===== config.mk =====
export PLATFORM = sky130hd
export DESIGN_NAME = weighted_pixel_prediction_flat
export DESIGN_NICKNAME = d
export VERILOG_FILES = /design/src/sv/wpp_pkg.sv /design/src/sv/wpp_in_if.sv /design/src/sv/wpp_out_if.sv /design/src/sv/weighted_pixel_prediction.sv /design/src/flat_wrapper.sv
export SDC_FILE = /design/constraint.sdc
export NUM_CORES = 2
export LEC_CHECK = 0
export ABC_AREA = 0
export BUFFER_PORTS_ARGS = -buffer_cell sky130_fd_sc_hd__buf_4
export CORE_UTILIZATION = 50
export CTS_CLUSTER_DIAMETER = 120
export DETAILED_ROUTE_END_ITERATION = 16
export PLACE_DENSITY_LB_ADDON = 0.12
export RECOVER_POWER = 50
export SYNTH_ARGS = -nofsm -noshare
export SYNTH_HDL_FRONTEND = slang
export SYNTH_SLANG_ARGS = --single-unit

===== constraint.sdc =====
create_clock -name i_clk -period 14.08 [get_ports i_clk]
set_input_delay 2.816 -clock i_clk [delete_from_list [all_inputs] [get_ports i_clk]]
set_output_delay 2.816 -clock i_clk [all_outputs]
set_load 0.02 [all_outputs]

===== src/sv/wpp_pkg.sv =====
// shared types and constants for the weighted pixel prediction block
// no dependencies
package wpp_pkg;

    // pixel packing
    localparam int PIX_W     = 8;
    localparam int ROW_W     = 64;
    localparam int PIX_LANES = ROW_W / PIX_W;
    localparam int LANES     = 8;
    localparam int LANE_CNT  = (LANES < PIX_LANES) ? LANES : PIX_LANES;

    // configuration port
    localparam int DATA_W    = 32;
    localparam int REG_COUNT = 8;
    localparam int REG_IDX_W = $clog2(REG_COUNT);
    localparam int ADDR_W    = REG_IDX_W + 2;

    // field widths
    localparam int ACTION_W = 2;
    localparam int WEIGHT_W = 8;
    localparam int ROUND_W  = 9;
    localparam int SHIFT_W  = 4;
    localparam int OFFSET_W = 8;

    // reset values of the configuration registers
    localparam logic [WEIGHT_W-1:0] WEIGHT_RST = WEIGHT_W'(1);
    localparam logic [ROUND_W-1:0]  ROUND_RST  = '0;
    localparam logic [SHIFT_W-1:0]  SHIFT_RST  = '0;
    localparam logic [OFFSET_W-1:0] OFFSET_RST = '0;

    typedef enum logic [ACTION_W-1:0] {
        ACT_AVG    = 2'd0,
        ACT_SINGLE = 2'd1,
        ACT_BI     = 2'd2
    } t_action;

    typedef enum logic [REG_IDX_W-1:0] {
        REG_WEIGHT_FIRST      = 3'd0,
        REG_WEIGHT_SECOND     = 3'd1,
        REG_WEIGHT_FIRST_ALT  = 3'd2,
        REG_WEIGHT_SECOND_ALT = 3'd3,
        REG_ROUND_ADD         = 3'd4,
        REG_SHIFT_AMOUNT      = 3'd5,
        REG_OFFSET_MAIN       = 3'd6,
        REG_OFFSET_ALT        = 3'd7
    } t_reg_idx;

endpackage


===== src/sv/wpp_in_if.sv =====
// input channel: one row group of reference pixels per transfer
// depends on wpp_pkg
interface wpp_in_if;
    import wpp_pkg::*;

    logic                valid;
    logic                ready;
    logic [ACTION_W-1:0] action;
    logic                interleaved_uv;
    logic [ROW_W-1:0]    pixels_a;
    logic [ROW_W-1:0]    pixels_b;

    modport source (output valid, action, interleaved_uv, pixels_a, pixels_b, input ready);
    modport sink   (input valid, action, interleaved_uv, pixels_a, pixels_b, output ready);
endinterface


===== src/sv/wpp_out_if.sv =====
// output channel: one row group of predicted pixels per transfer
// depends on wpp_pkg
interface wpp_out_if;
    import wpp_pkg::*;

    logic             valid;
    logic             ready;
    logic [ROW_W-1:0] pixels_out;

    modport source (output valid, pixels_out, input ready);
    modport sink   (input valid, pixels_out, output ready);
endinterface


===== src/sv/weighted_pixel_prediction.sv =====
// top level of the weighted pixel prediction block
// depends on wpp_pkg, wpp_in_if and wpp_out_if
//
// usage
//   i_pix carries one row group per transfer: the action code, the
//   interleaved chroma flag and eight 8-bit pixels of each reference.
//   o_pred returns the eight predicted pixels of that row, in order.
//   the user writes weights, rounding, shift and offsets over the APB port
//   while no row is in flight (unenforced); reads return the stored values.
// timing
//   an input register and a result register around one pass of lane
//   arithmetic (a rounded average, or one 8x9 multiply per weight, add,
//   shift, offset, clip). the input transfer fills the input register and
//   the result register loads the lane result from it; one row is
//   accepted every cycle as long as o_pred.ready stays high.
// reset
//   synchronous, active low: both stages empty, registers back to unity
//   weights, zero rounding, zero shift and zero offsets.
// stalls
//   when o_pred.ready is low the result holds; the input register still
//   fills once more, after which i_pix.ready drops until the output moves.
module weighted_pixel_prediction (
    input  logic                        i_clk,
    input  logic                        i_rst_n,
    wpp_in_if.sink                      i_pix,
    wpp_out_if.source                   o_pred,
    input  logic                        psel,
    input  logic                        penable,
    input  logic                        pwrite,
    input  logic [wpp_pkg::ADDR_W-1:0]  paddr,
    input  logic [wpp_pkg::DATA_W-1:0]  pwdata,
    output logic [wpp_pkg::DATA_W-1:0]  prdata,
    output logic                        pready
);
    import wpp_pkg::*;

    // configuration registers
    logic [WEIGHT_W-1:0] r_weight_first;
    logic [WEIGHT_W-1:0] r_weight_second;
    logic [WEIGHT_W-1:0] r_weight_first_alt;
    logic [WEIGHT_W-1:0] r_weight_second_alt;
    logic [ROUND_W-1:0]  r_round_add;
    logic [SHIFT_W-1:0]  r_shift_amount;
    logic [OFFSET_W-1:0] r_offset_main;
    logic [OFFSET_W-1:0] r_offset_alt;

    // input stage
    logic             r_s1_valid;
    t_action          r_action;
    logic             r_inter;
    logic [ROW_W-1:0] r_pix_a;
    logic [ROW_W-1:0] r_pix_b;

    // result stage
    logic             r_out_valid;
    logic [ROW_W-1:0] r_pixels_out;
    logic [ROW_W-1:0] n_pixels_out;

    logic     cfg_wr;
    t_reg_idx cfg_idx;
    logic     s1_adv;
    logic     in_xfer;

    assign pready  = 1'b1;
    assign cfg_wr  = psel && penable && pwrite && pready;
    assign cfg_idx = t_reg_idx'(paddr[ADDR_W-1:2]);

    // register writes
    always_ff @(posedge i_clk) begin
        if (!i_rst_n) begin
            r_weight_first      <= WEIGHT_RST;
            r_weight_second     <= WEIGHT_RST;
            r_weight_first_alt  <= WEIGHT_RST;
            r_weight_second_alt <= WEIGHT_RST;
            r_round_add         <= ROUND_RST;
            r_shift_amount      <= SHIFT_RST;
            r_offset_main       <= OFFSET_RST;
            r_offset_alt        <= OFFSET_RST;
        end else if (cfg_wr) begin
            case (cfg_idx)
                REG_WEIGHT_FIRST:      r_weight_first      <= pwdata[WEIGHT_W-1:0];
                REG_WEIGHT_SECOND:     r_weight_second     <= pwdata[WEIGHT_W-1:0];
                REG_WEIGHT_FIRST_ALT:  r_weight_first_alt  <= pwdata[WEIGHT_W-1:0];
                REG_WEIGHT_SECOND_ALT: r_weight_second_alt <= pwdata[WEIGHT_W-1:0];
                REG_ROUND_ADD:         r_round_add         <= pwdata[ROUND_W-1:0];
                REG_SHIFT_AMOUNT:      r_shift_amount      <= pwdata[SHIFT_W-1:0];
                REG_OFFSET_MAIN:       r_offset_main       <= pwdata[OFFSET_W-1:0];
                REG_OFFSET_ALT:        r_offset_alt        <= pwdata[OFFSET_W-1:0];
                default: ;
            endcase
        end
    end

    // register reads
    always_comb begin
        case (cfg_idx)
            REG_WEIGHT_FIRST:      prdata = DATA_W'(r_weight_first);
            REG_WEIGHT_SECOND:     prdata = DATA_W'(r_weight_second);
            REG_WEIGHT_FIRST_ALT:  prdata = DATA_W'(r_weight_first_alt);
            REG_WEIGHT_SECOND_ALT: prdata = DATA_W'(r_weight_second_alt);
            REG_ROUND_ADD:         prdata = DATA_W'(r_round_add);
            REG_SHIFT_AMOUNT:      prdata = DATA_W'(r_shift_amount);
            REG_OFFSET_MAIN:       prdata = DATA_W'(r_offset_main);
            REG_OFFSET_ALT:        prdata = DATA_W'(r_offset_alt);
            default:               prdata = '0;
        endcase
    end

    // pipeline flow control
    assign s1_adv      = r_s1_valid && (!r_out_valid || o_pred.ready);
    assign i_pix.ready = i_rst_n && (!r_s1_valid || s1_adv);
    assign in_xfer     = i_pix.valid && i_pix.ready;

    always_ff @(posedge i_clk) begin
        if (!i_rst_n) begin
            r_s1_valid <= 1'b0;
        end else if (in_xfer) begin
            r_s1_valid <= 1'b1;
        end else if (s1_adv) begin
            r_s1_valid <= 1'b0;
        end
    end

    // input register payload
    always_ff @(posedge i_clk) begin
        if (in_xfer) begin
            r_action <= t_action'(i_pix.action);
            r_inter  <= i_pix.interleaved_uv;
            r_pix_a  <= i_pix.pixels_a;
            r_pix_b  <= i_pix.pixels_b;
        end
    end

    // per-lane prediction; lanes are independent
    always_comb begin
        logic                         alt;
        logic [PIX_W:0]               avg;
        logic signed [PIX_W:0]        a_s;
        logic signed [PIX_W:0]        b_s;
        logic signed [WEIGHT_W-1:0]   w1;
        logic signed [WEIGHT_W-1:0]   w2;
        logic signed [OFFSET_W-1:0]   off;
        logic signed [16:0]           prod1;
        logic signed [16:0]           prod2;
        logic signed [17:0]           sum;
        logic signed [17:0]           shf;
        logic signed [18:0]           biased;
        logic [PIX_W-1:0]             clipped;
        n_pixels_out = '0;
        for (int lane = 0; lane < LANE_CNT; lane++) begin
            alt   = r_inter && (lane % 2 == 1);
            a_s   = $signed({1'b0, r_pix_a[lane*PIX_W +: PIX_W]});
            b_s   = $signed({1'b0, r_pix_b[lane*PIX_W +: PIX_W]});
            w1    = $signed(alt ? r_weight_first_alt  : r_weight_first);
            w2    = $signed(alt ? r_weight_second_alt : r_weight_second);
            off   = $signed(alt ? r_offset_alt : r_offset_main);
            avg   = {1'b0, r_pix_a[lane*PIX_W +: PIX_W]}
                  + {1'b0, r_pix_b[lane*PIX_W +: PIX_W]} + (PIX_W+1)'(1);
            prod1 = w1 * a_s;
            // signed zero keeps the second product a signed multiply
            prod2 = (r_action == ACT_BI) ? w2 * b_s : 17'sd0;
            sum   = 18'(prod1) + 18'(prod2) + $signed({9'b0, r_round_add});
            shf   = sum >>> r_shift_amount;
            biased = 19'(shf) + 19'(off);
            // clip to the pixel range
            if (biased < 0) begin
                clipped = '0;
            end else if (biased > 19'sd255) begin
                clipped = '1;
            end else begin
                clipped = biased[PIX_W-1:0];
            end
            case (r_action)
                ACT_AVG:    n_pixels_out[lane*PIX_W +: PIX_W] = avg[PIX_W:1];
                ACT_SINGLE: n_pixels_out[lane*PIX_W +: PIX_W] = clipped;
                ACT_BI:     n_pixels_out[lane*PIX_W +: PIX_W] = clipped;
                default:    n_pixels_out[lane*PIX_W +: PIX_W] = '0;
            endcase
        end
    end

    // result register
    always_ff @(posedge i_clk) begin
        if (!i_rst_n) begin
            r_out_valid <= 1'b0;
        end else if (s1_adv) begin
            r_out_valid <= 1'b1;
        end else if (o_pred.ready) begin
            r_out_valid <= 1'b0;
        end
    end

    always_ff @(posedge i_clk) begin
        if (s1_adv) begin
            r_pixels_out <= n_pixels_out;
        end
    end

    assign o_pred.valid      = r_out_valid;
    assign o_pred.pixels_out = r_pixels_out;

endmodule


===== src/flat_wrapper.sv =====
// flat-port wrapper written by rule: the top's interface ports become plain ports
module weighted_pixel_prediction_flat import wpp_pkg::*;
  (i_clk, i_rst_n, psel, penable, pwrite, paddr, pwdata, prdata, pready, i_pix_valid, i_pix_action, i_pix_interleaved_uv, i_pix_pixels_a, i_pix_pixels_b, i_pix_ready, o_pred_valid, o_pred_pixels_out, o_pred_ready);
  wpp_in_if i_pix_i ();
  wpp_out_if o_pred_i ();
  input  logic i_clk;
  input  logic i_rst_n;
  input  logic psel;
  input  logic penable;
  input  logic pwrite;
  input  logic [wpp_pkg::ADDR_W-1:0] paddr;
  input  logic [wpp_pkg::DATA_W-1:0] pwdata;
  output logic [wpp_pkg::DATA_W-1:0] prdata;
  output logic pready;
  input wire logic [$bits(i_pix_i.valid)-1:0] i_pix_valid;
  input wire logic [$bits(i_pix_i.action)-1:0] i_pix_action;
  input wire logic [$bits(i_pix_i.interleaved_uv)-1:0] i_pix_interleaved_uv;
  input wire logic [$bits(i_pix_i.pixels_a)-1:0] i_pix_pixels_a;
  input wire logic [$bits(i_pix_i.pixels_b)-1:0] i_pix_pixels_b;
  output wire logic [$bits(i_pix_i.ready)-1:0] i_pix_ready;
  output wire logic [$bits(o_pred_i.valid)-1:0] o_pred_valid;
  output wire logic [$bits(o_pred_i.pixels_out)-1:0] o_pred_pixels_out;
  input wire logic [$bits(o_pred_i.ready)-1:0] o_pred_ready;
  assign i_pix_i.valid = i_pix_valid;
  assign i_pix_i.action = i_pix_action;
  assign i_pix_i.interleaved_uv = i_pix_interleaved_uv;
  assign i_pix_i.pixels_a = i_pix_pixels_a;
  assign i_pix_i.pixels_b = i_pix_pixels_b;
  assign i_pix_ready = i_pix_i.ready;
  assign o_pred_valid = o_pred_i.valid;
  assign o_pred_pixels_out = o_pred_i.pixels_out;
  assign o_pred_i.ready = o_pred_ready;
  weighted_pixel_prediction u_core (.i_clk(i_clk), .i_rst_n(i_rst_n), .i_pix(i_pix_i), .o_pred(o_pred_i), .psel(psel), .penable(penable), .pwrite(pwrite), .paddr(paddr), .pwdata(pwdata), .prdata(prdata), .pready(pready));
endmodule

Word-level counts from Yosys, hierarchy flattened
Index checks and enable logic that the tools add are counted.
{"block": "word_totals", "reg_bits": 258, "inputBits": 175, "elab_cells": 166}
{"block": "op_classes", "addsub": 40, "mul": 16, "order_cmp": 16, "n_eq_ne": 9, "n_shift": 8, "mux": 40, "n_reduce_logical": 22}
{"cell": "8-bit by 9-bit multiplier with 17-bit output", "count": 16}
{"cell": "32-bit case mux with 8 select lines", "count": 1}
{"cell": "18-bit by 8-bit adder with 19-bit output", "count": 8}
{"cell": "19-bit by 9-bit greater-than comparator with 1-bit output, second input constant", "count": 8}
{"cell": "19-bit by 1-bit < comparator with 1-bit output, second input constant", "count": 8}
{"cell": "8-bit 2-to-1 mux", "count": 19}
{"cell": "17-bit by 17-bit adder with 18-bit output", "count": 8}
{"cell": "18-bit by 10-bit adder with 18-bit output", "count": 8}
{"cell": "18-bit by 4-bit >>> shifter with 18-bit output", "count": 8}
{"cell": "17-bit 2-to-1 mux", "count": 8}
{"cell": "8-bit case mux with 2 select lines", "count": 8}
{"cell": "8-bit by 8-bit adder with 9-bit output", "count": 8}
{"cell": "9-bit by 1-bit adder with 9-bit output, second input constant", "count": 8}
{"cell": "2-bit AND reduction", "count": 8}
{"cell": "3-bit equality test, second input constant", "count": 4}
{"cell": "3-bit by 2-bit equality test with 1-bit output, second input constant", "count": 2}
{"cell": "1-bit logical AND", "count": 5}
{"cell": "1-bit 2-to-1 mux", "count": 4}
{"cell": "2-bit nonzero test", "count": 2}
{"cell": "3-bit by 1-bit equality test with 1-bit output, second input constant", "count": 1}
{"cell": "3-bit zero test", "count": 1}
{"cell": "2-bit by 1-bit equality test with 1-bit output, second input constant", "count": 1}
{"cell": "2-bit equality test, second input constant", "count": 1}
{"cell": "1-bit zero test", "count": 2}
{"cell": "other kinds (3)", "count": 4}

Depth between registers and ports, before layout
{"block": "depth", "ltp_word": 11, "depth_mapped": 50}

Worst setup path before layout
OpenSTA, ideal clock, no wires.
{"block": "synth_path", "path_type": "register to register", "from": "register u_core.r_inter", "to": "register u_core.r_pixels_out[30] (netlist: u_core.o_pred.pixels_out[30]), data pin", "t_arrival_ns": 11.669, "required_ns": 13.813, "setup_slack_ns": 2.144, "stages_incl_launch_ff": 42, "period_less_slack_ns": 11.936, "cell_sequence": "edfxtp_1 -> clkbuf_1 -> clkbuf_1 -> mux2_2 -> clkbuf_1 -> nand2_1 -> fa_1 -> fa_1 -> inv_1 -> fa_1 -> fa_1 -> ha_1 -> xor2_1 -> and2_1 -> fa_1 -> inv_1 -> fa_1 -> fa_1 -> (+6 left out) -> a2111oi_0 -> nor3_1 -> a311oi_1 -> mux4_2 -> mux2i_1 -> nand2_1 -> o21ai_0 -> ha_1 -> fa_1 -> a211oi_1 -> o21ai_1 -> a211o_1 -> a221o_1 -> a22oi_1 -> nand4_1 -> o31ai_2 -> a311o_1 -> nand2_1"}
{"block": "synth_between", "elab_chain_len": 11}
{"element": "start, declared", "line": "weighted_pixel_prediction.sv:50", "source": "logic r_inter;"}
{"element": "start signal, assigned", "line": "weighted_pixel_prediction.sv:128", "source": "r_inter <= i_pix.interleaved_uv;"}
{"element": "8-bit 2-to-1 mux", "line": "weighted_pixel_prediction.sv:155", "source": "w2 = $signed(alt ? r_weight_second_alt : r_weight_second);"}
{"element": "8-bit by 9-bit multiplier with 17-bit output", "line": "weighted_pixel_prediction.sv:161", "source": "prod2 = (r_action == ACT_BI) ? w2 * b_s : 17'sd0;"}
{"element": "17-bit 2-to-1 mux", "line": "weighted_pixel_prediction.sv:161"}
{"element": "17-bit by 17-bit adder with 18-bit output", "line": "weighted_pixel_prediction.sv:162", "source": "sum = 18'(prod1) + 18'(prod2) + $signed({9'b0, r_round_add});"}
{"element": "18-bit by 10-bit adder with 18-bit output", "line": "weighted_pixel_prediction.sv:162"}
{"element": "18-bit by 4-bit >>> shifter with 18-bit output", "line": "weighted_pixel_prediction.sv:163", "source": "shf = sum >>> r_shift_amount;"}
{"element": "18-bit by 8-bit adder with 19-bit output (*)", "line": "weighted_pixel_prediction.sv:164", "source": "biased = 19'(shf) + 19'(off);"}
{"element": "19-bit by 9-bit greater-than comparator with 1-bit output", "line": "weighted_pixel_prediction.sv:168", "source": "end else if (biased > 19'sd255) begin"}
{"element": "8-bit 2-to-1 mux", "line": "weighted_pixel_prediction.sv:168"}
{"element": "8-bit 2-to-1 mux (*)", "line": "weighted_pixel_prediction.sv:166", "source": "if (biased < 0) begin"}
{"element": "8-bit case mux with 2 select lines (*)", "line": "weighted_pixel_prediction.sv:173", "source": "case (r_action)"}
{"element": "via u_core.n_pixels_out[30]", "line": "weighted_pixel_prediction.sv:57", "source": "logic [ROW_W-1:0] n_pixels_out;"}
{"element": "end signal, assigned", "line": "weighted_pixel_prediction.sv:195", "source": "r_pixels_out <= n_pixels_out;"}
{"element": "end, declared", "line": "weighted_pixel_prediction.sv:56", "source": "logic [ROW_W-1:0] r_pixels_out;"}
Mark *: on every way through the listed nets, which the timed path passes. The rest lies on a longest branch.
A chain may end at the register's enable or synchronous reset.

Worst setup path after layout
{"block": "layout_path", "from": "register u_core.r_inter", "to": "register u_core.r_pixels_out[27] (netlist: u_core.o_pred.pixels_out[27]), data pin"}
Same word-level chain as after synthesis.

==> flow_summary.json <==
{
  "drive_gt1_share_pct": 6.348,
  "fillerInstances": 12770,
  "combPwrFrac_pct": 35.4,
  "wl_per_cell_um": 22.27,
  "leakagePower_nw": 36.58,
  "cpPeakStageDelay_ps": 810,
  "status": "finished, violations left",
  "setup-violations-final": 0,
  "place_area_sq_um": 71650,
  "p_switching_mw": 1.226,
  "yosysTopAreaCell": "fa_1",
  "synth_area_sq_um": 68300,
  "placementRows": 135,
  "clk-insertion-delay-late_ps": 640,
  "irDropWorstVdd_v": 0.00008721,
  "synthToLayoutAreaGrowth_pct": 6.835,
  "cp.buffers_inverters": 5,
  "clock-sinks": 258,
  "wl_um": 215900,
  "grt_pass1_vias": 54440,
  "fin_setup_tns_ps": 0,
  "synth.area.top_cells": "fa_1 (23%), ha_1 (18%), edfxtp_1 (8.6%)",
  "rsz0062_at_grt": "false",
  "post-route-drc-count": 0,
  "critical_path_class": "reg -> reg",
  "p_clk_share_pct": 35.5,
  "swShare_pct": 38.23,
  "synth_most_common_cell": "inv_1",
  "violations": "capacitance limit, slew limit",
  "cts_buffers": 40,
  "clk_path_buf_depth": 3,
  "portBuffers": 224,
  "htreeDepth": 2,
  "root_buffer": "clkbuf_16",
  "worst_pin_slew_ps": 3994,
  "end_kind": "flop",
  "dieArea_sq_um": 138100,
  "critPathArrivalTime_ps": 13740,
  "gr-total-overflow": 0,
  "cts_tree": "built",
  "final_antenna_net_count": 0,
  "slew_viol_final": 158,
  "cp_max_fo": 22,
  "start_util_pct": 50.42,
  "grt_max_degree": 75,
  "synth_flop_cell": "edfxtp_1",
  "maxCapViolCount": 3,
  "cp_top_family": "adder cells",
  "start_kind": "flop",
  "clk_pin_slew_ps": 70,
  "clock_skew_ps": 37.93,
  "worst_path_max_delay_cell": "a2111oi_1",
  "required_ps": 14380,
  "async_flop_share_pct": 0,
  "syn_inst": 7837,
  "postSynthAreaPerCell_sq_um": 8.715,
  "power_density_nw_per_um2": 43.94,
  "crit_top_cell": "fa_1",
  "viasPerCell": 5.819,
  "layout.nets": 9838,
  "fin_crit_sh_pct": 95.44,
  "dr.first_iter.drc_count": 5118,
  "ys_seq_area_share_pct": 10.42,
  "ioPinCount": 274,
  "dieHeight_um": 371.6,
  "period_minus_slack_ps": 13440,
  "die_x_um": 371.6,
  "yosysTopAreaCellShare_pct": 23.21,
  "ys_types": 97,
  "max_slew_margin_pct": -166.3,
  "fmax_mhz": 74.41,
  "drt_first_pass_iters": 8,
  "hpwl_um": 173200,
  "yosysWarnings": 0,
  "design_area_sq_um": 72970,
  "grt_pass1_wl_um": 331200,
  "num_vias": 56400,
  "pwr-share-seq_pct": 29.1,
  "multi_input_area_sq_um": 55770,
  "core_region_area_sq_um": 135500,
  "synth_edf_count": 195,
  "place_congestion": 0.9972,
  "grt_antenna_before_repair": 7,
  "synth_seq_cells": 258,
  "hp-class": "reg -> reg",
  "hold_viol": 0,
  "ys_top_cells_by_count": "inv_1 (1127), ha_1 (995), fa_1 (792)",
  "seq_area_sq_um": 7133,
  "cellInternalPower_mw": 1.981,
  "power_mw": 3.206,
  "grtUsageTotal_pct": 31.39
}
-- cell families (layout without fill, tap and decap cells) --
logic type	after synthesis	count (layout)	share of synthesized area (%)
and+or+nand+nor	2285	2285	16.96
adders and majority gates	1787	1787	41.44
AOI/OAI and AO/OA	1462	1462	14.18
buffers and inverters	1462	1511	8.180
xor gates and xnor gates	292	292	3.744
muxes	289	289	5.063
DFF	258	258	10.42
other	2	27	0.01100
-- metal layers --
metal | vias to the layer above | share of wire (%) | track usage (%)
li1 | 26430 | - | -
met1 | 27630 | 50 | 49.47
met2 | 2132 | 38 | 41.99
met3 | 202 | 10 | 7.909
met4 | 4 | 2.4 | 6.857
met5 | - | 0.085 | 0.9091
-- registers in the layout (all words and copies together) (netlist names) --
| register | cells |
|---|---|
| u_core.o_pred.valid | 1 |
| u_core.r_pix_a | 64 |
| u_core.r_weight_first_alt | 8 |
| u_core.r_offset_alt | 8 |
| u_core.r_weight_second_alt | 8 |
| u_core.r_round_add | 9 |
| u_core.r_inter | 1 |
| u_core.r_pix_b | 64 |
| u_core.r_weight_second | 8 |
| u_core.r_offset_main | 8 |
| u_core.r_s1_valid | 1 |
| u_core.r_shift_amount | 4 |
| u_core.r_action | 2 |
| u_core.o_pred.pixels_out | 64 |
| u_core.r_weight_first | 8 |
-- what timing repair did --
action	CTS	global route
hold buffers	0	0
endpoints found under the setup margin	0	10
hold endpoints to repair	0	0
buffers inserted	0	4
gates resized for setup	0	1
-- path summary, 6_finish.rpt --
path	startpoint	end	slack, ps	depth (start not counted)
hold / removal	u_core.r_s1_valid	u_core.o_pred.valid	530	1
hold reg to reg	u_core.r_s1_valid	u_core.o_pred.valid	530	1
setup reg to reg	u_core.r_inter	u_core.o_pred.pixels_out[27]	640	38
setup / recovery	u_core.r_inter	u_core.o_pred.pixels_out[27]	640	38
-- power by group through the flow --
| stage | combinational [mW] | clock, mW | sequential, mW |
|---|---|---|---|
| floorplan | 0.755 | 0 | 0.926 |
| global placement | 1.10 | 0 | 0.944 |
| detailed placement | 1.11 | 0 | 0.945 |
| CTS | 1.12 | 1.17 | 0.929 |
| global route | 1.25 | 1.18 | 0.935 |
| finish | 1.14 | 1.14 | 0.932 |
-- placed cells by master, fill, tap and decap left out, types with 56 or more instances in the layout --
cell / n
inv_1: 1124
ha_1: 992
fa_1: 792
and2_1: 646
nand2_1: 535
nor2_1: 514
a21oi_1: 385
o21ai_0: 260
edfxtp_1: 195
mux2i_1: 184
xnor2_1: 179
nor2b_1: 169
a21o_1: 157
buf_4: 139
xor2_1: 113
clkbuf_4: 112
nor3_1: 89
a211oi_1: 89
o21a_1: 75
nand3_1: 71
nand2b_1: 67
mux2_2: 62
dfxtp_1: 58
clkbuf_1: 56
-- layout make-up --
type                       count  share of cell area [%]
multi-input combinational   6139                   76.43
tap                         1781                   3.054
clock buffer                  50                   1.596
timing repair buffer         305                   2.882
antenna                        3                 0.01029
clock inverter                24                  0.4201
inverter                    1132                   5.830
sequential                   258                   9.776
-- per-stage QoR --
step	hold slack (ps)	utilization, %	cells	setup slack (ps)
finish	525.3	53.86	9692	641.6
global route	555.2	53.86	9689	247.2
CTS	528.3	53.97	9685	540.8
detailed placement	515.2	52.89	9611	620.2
global placement	496.7	52.89	9611	646.8
floorplan	459.3	-	7859	2144
Power figures use the tool's default switching activity.
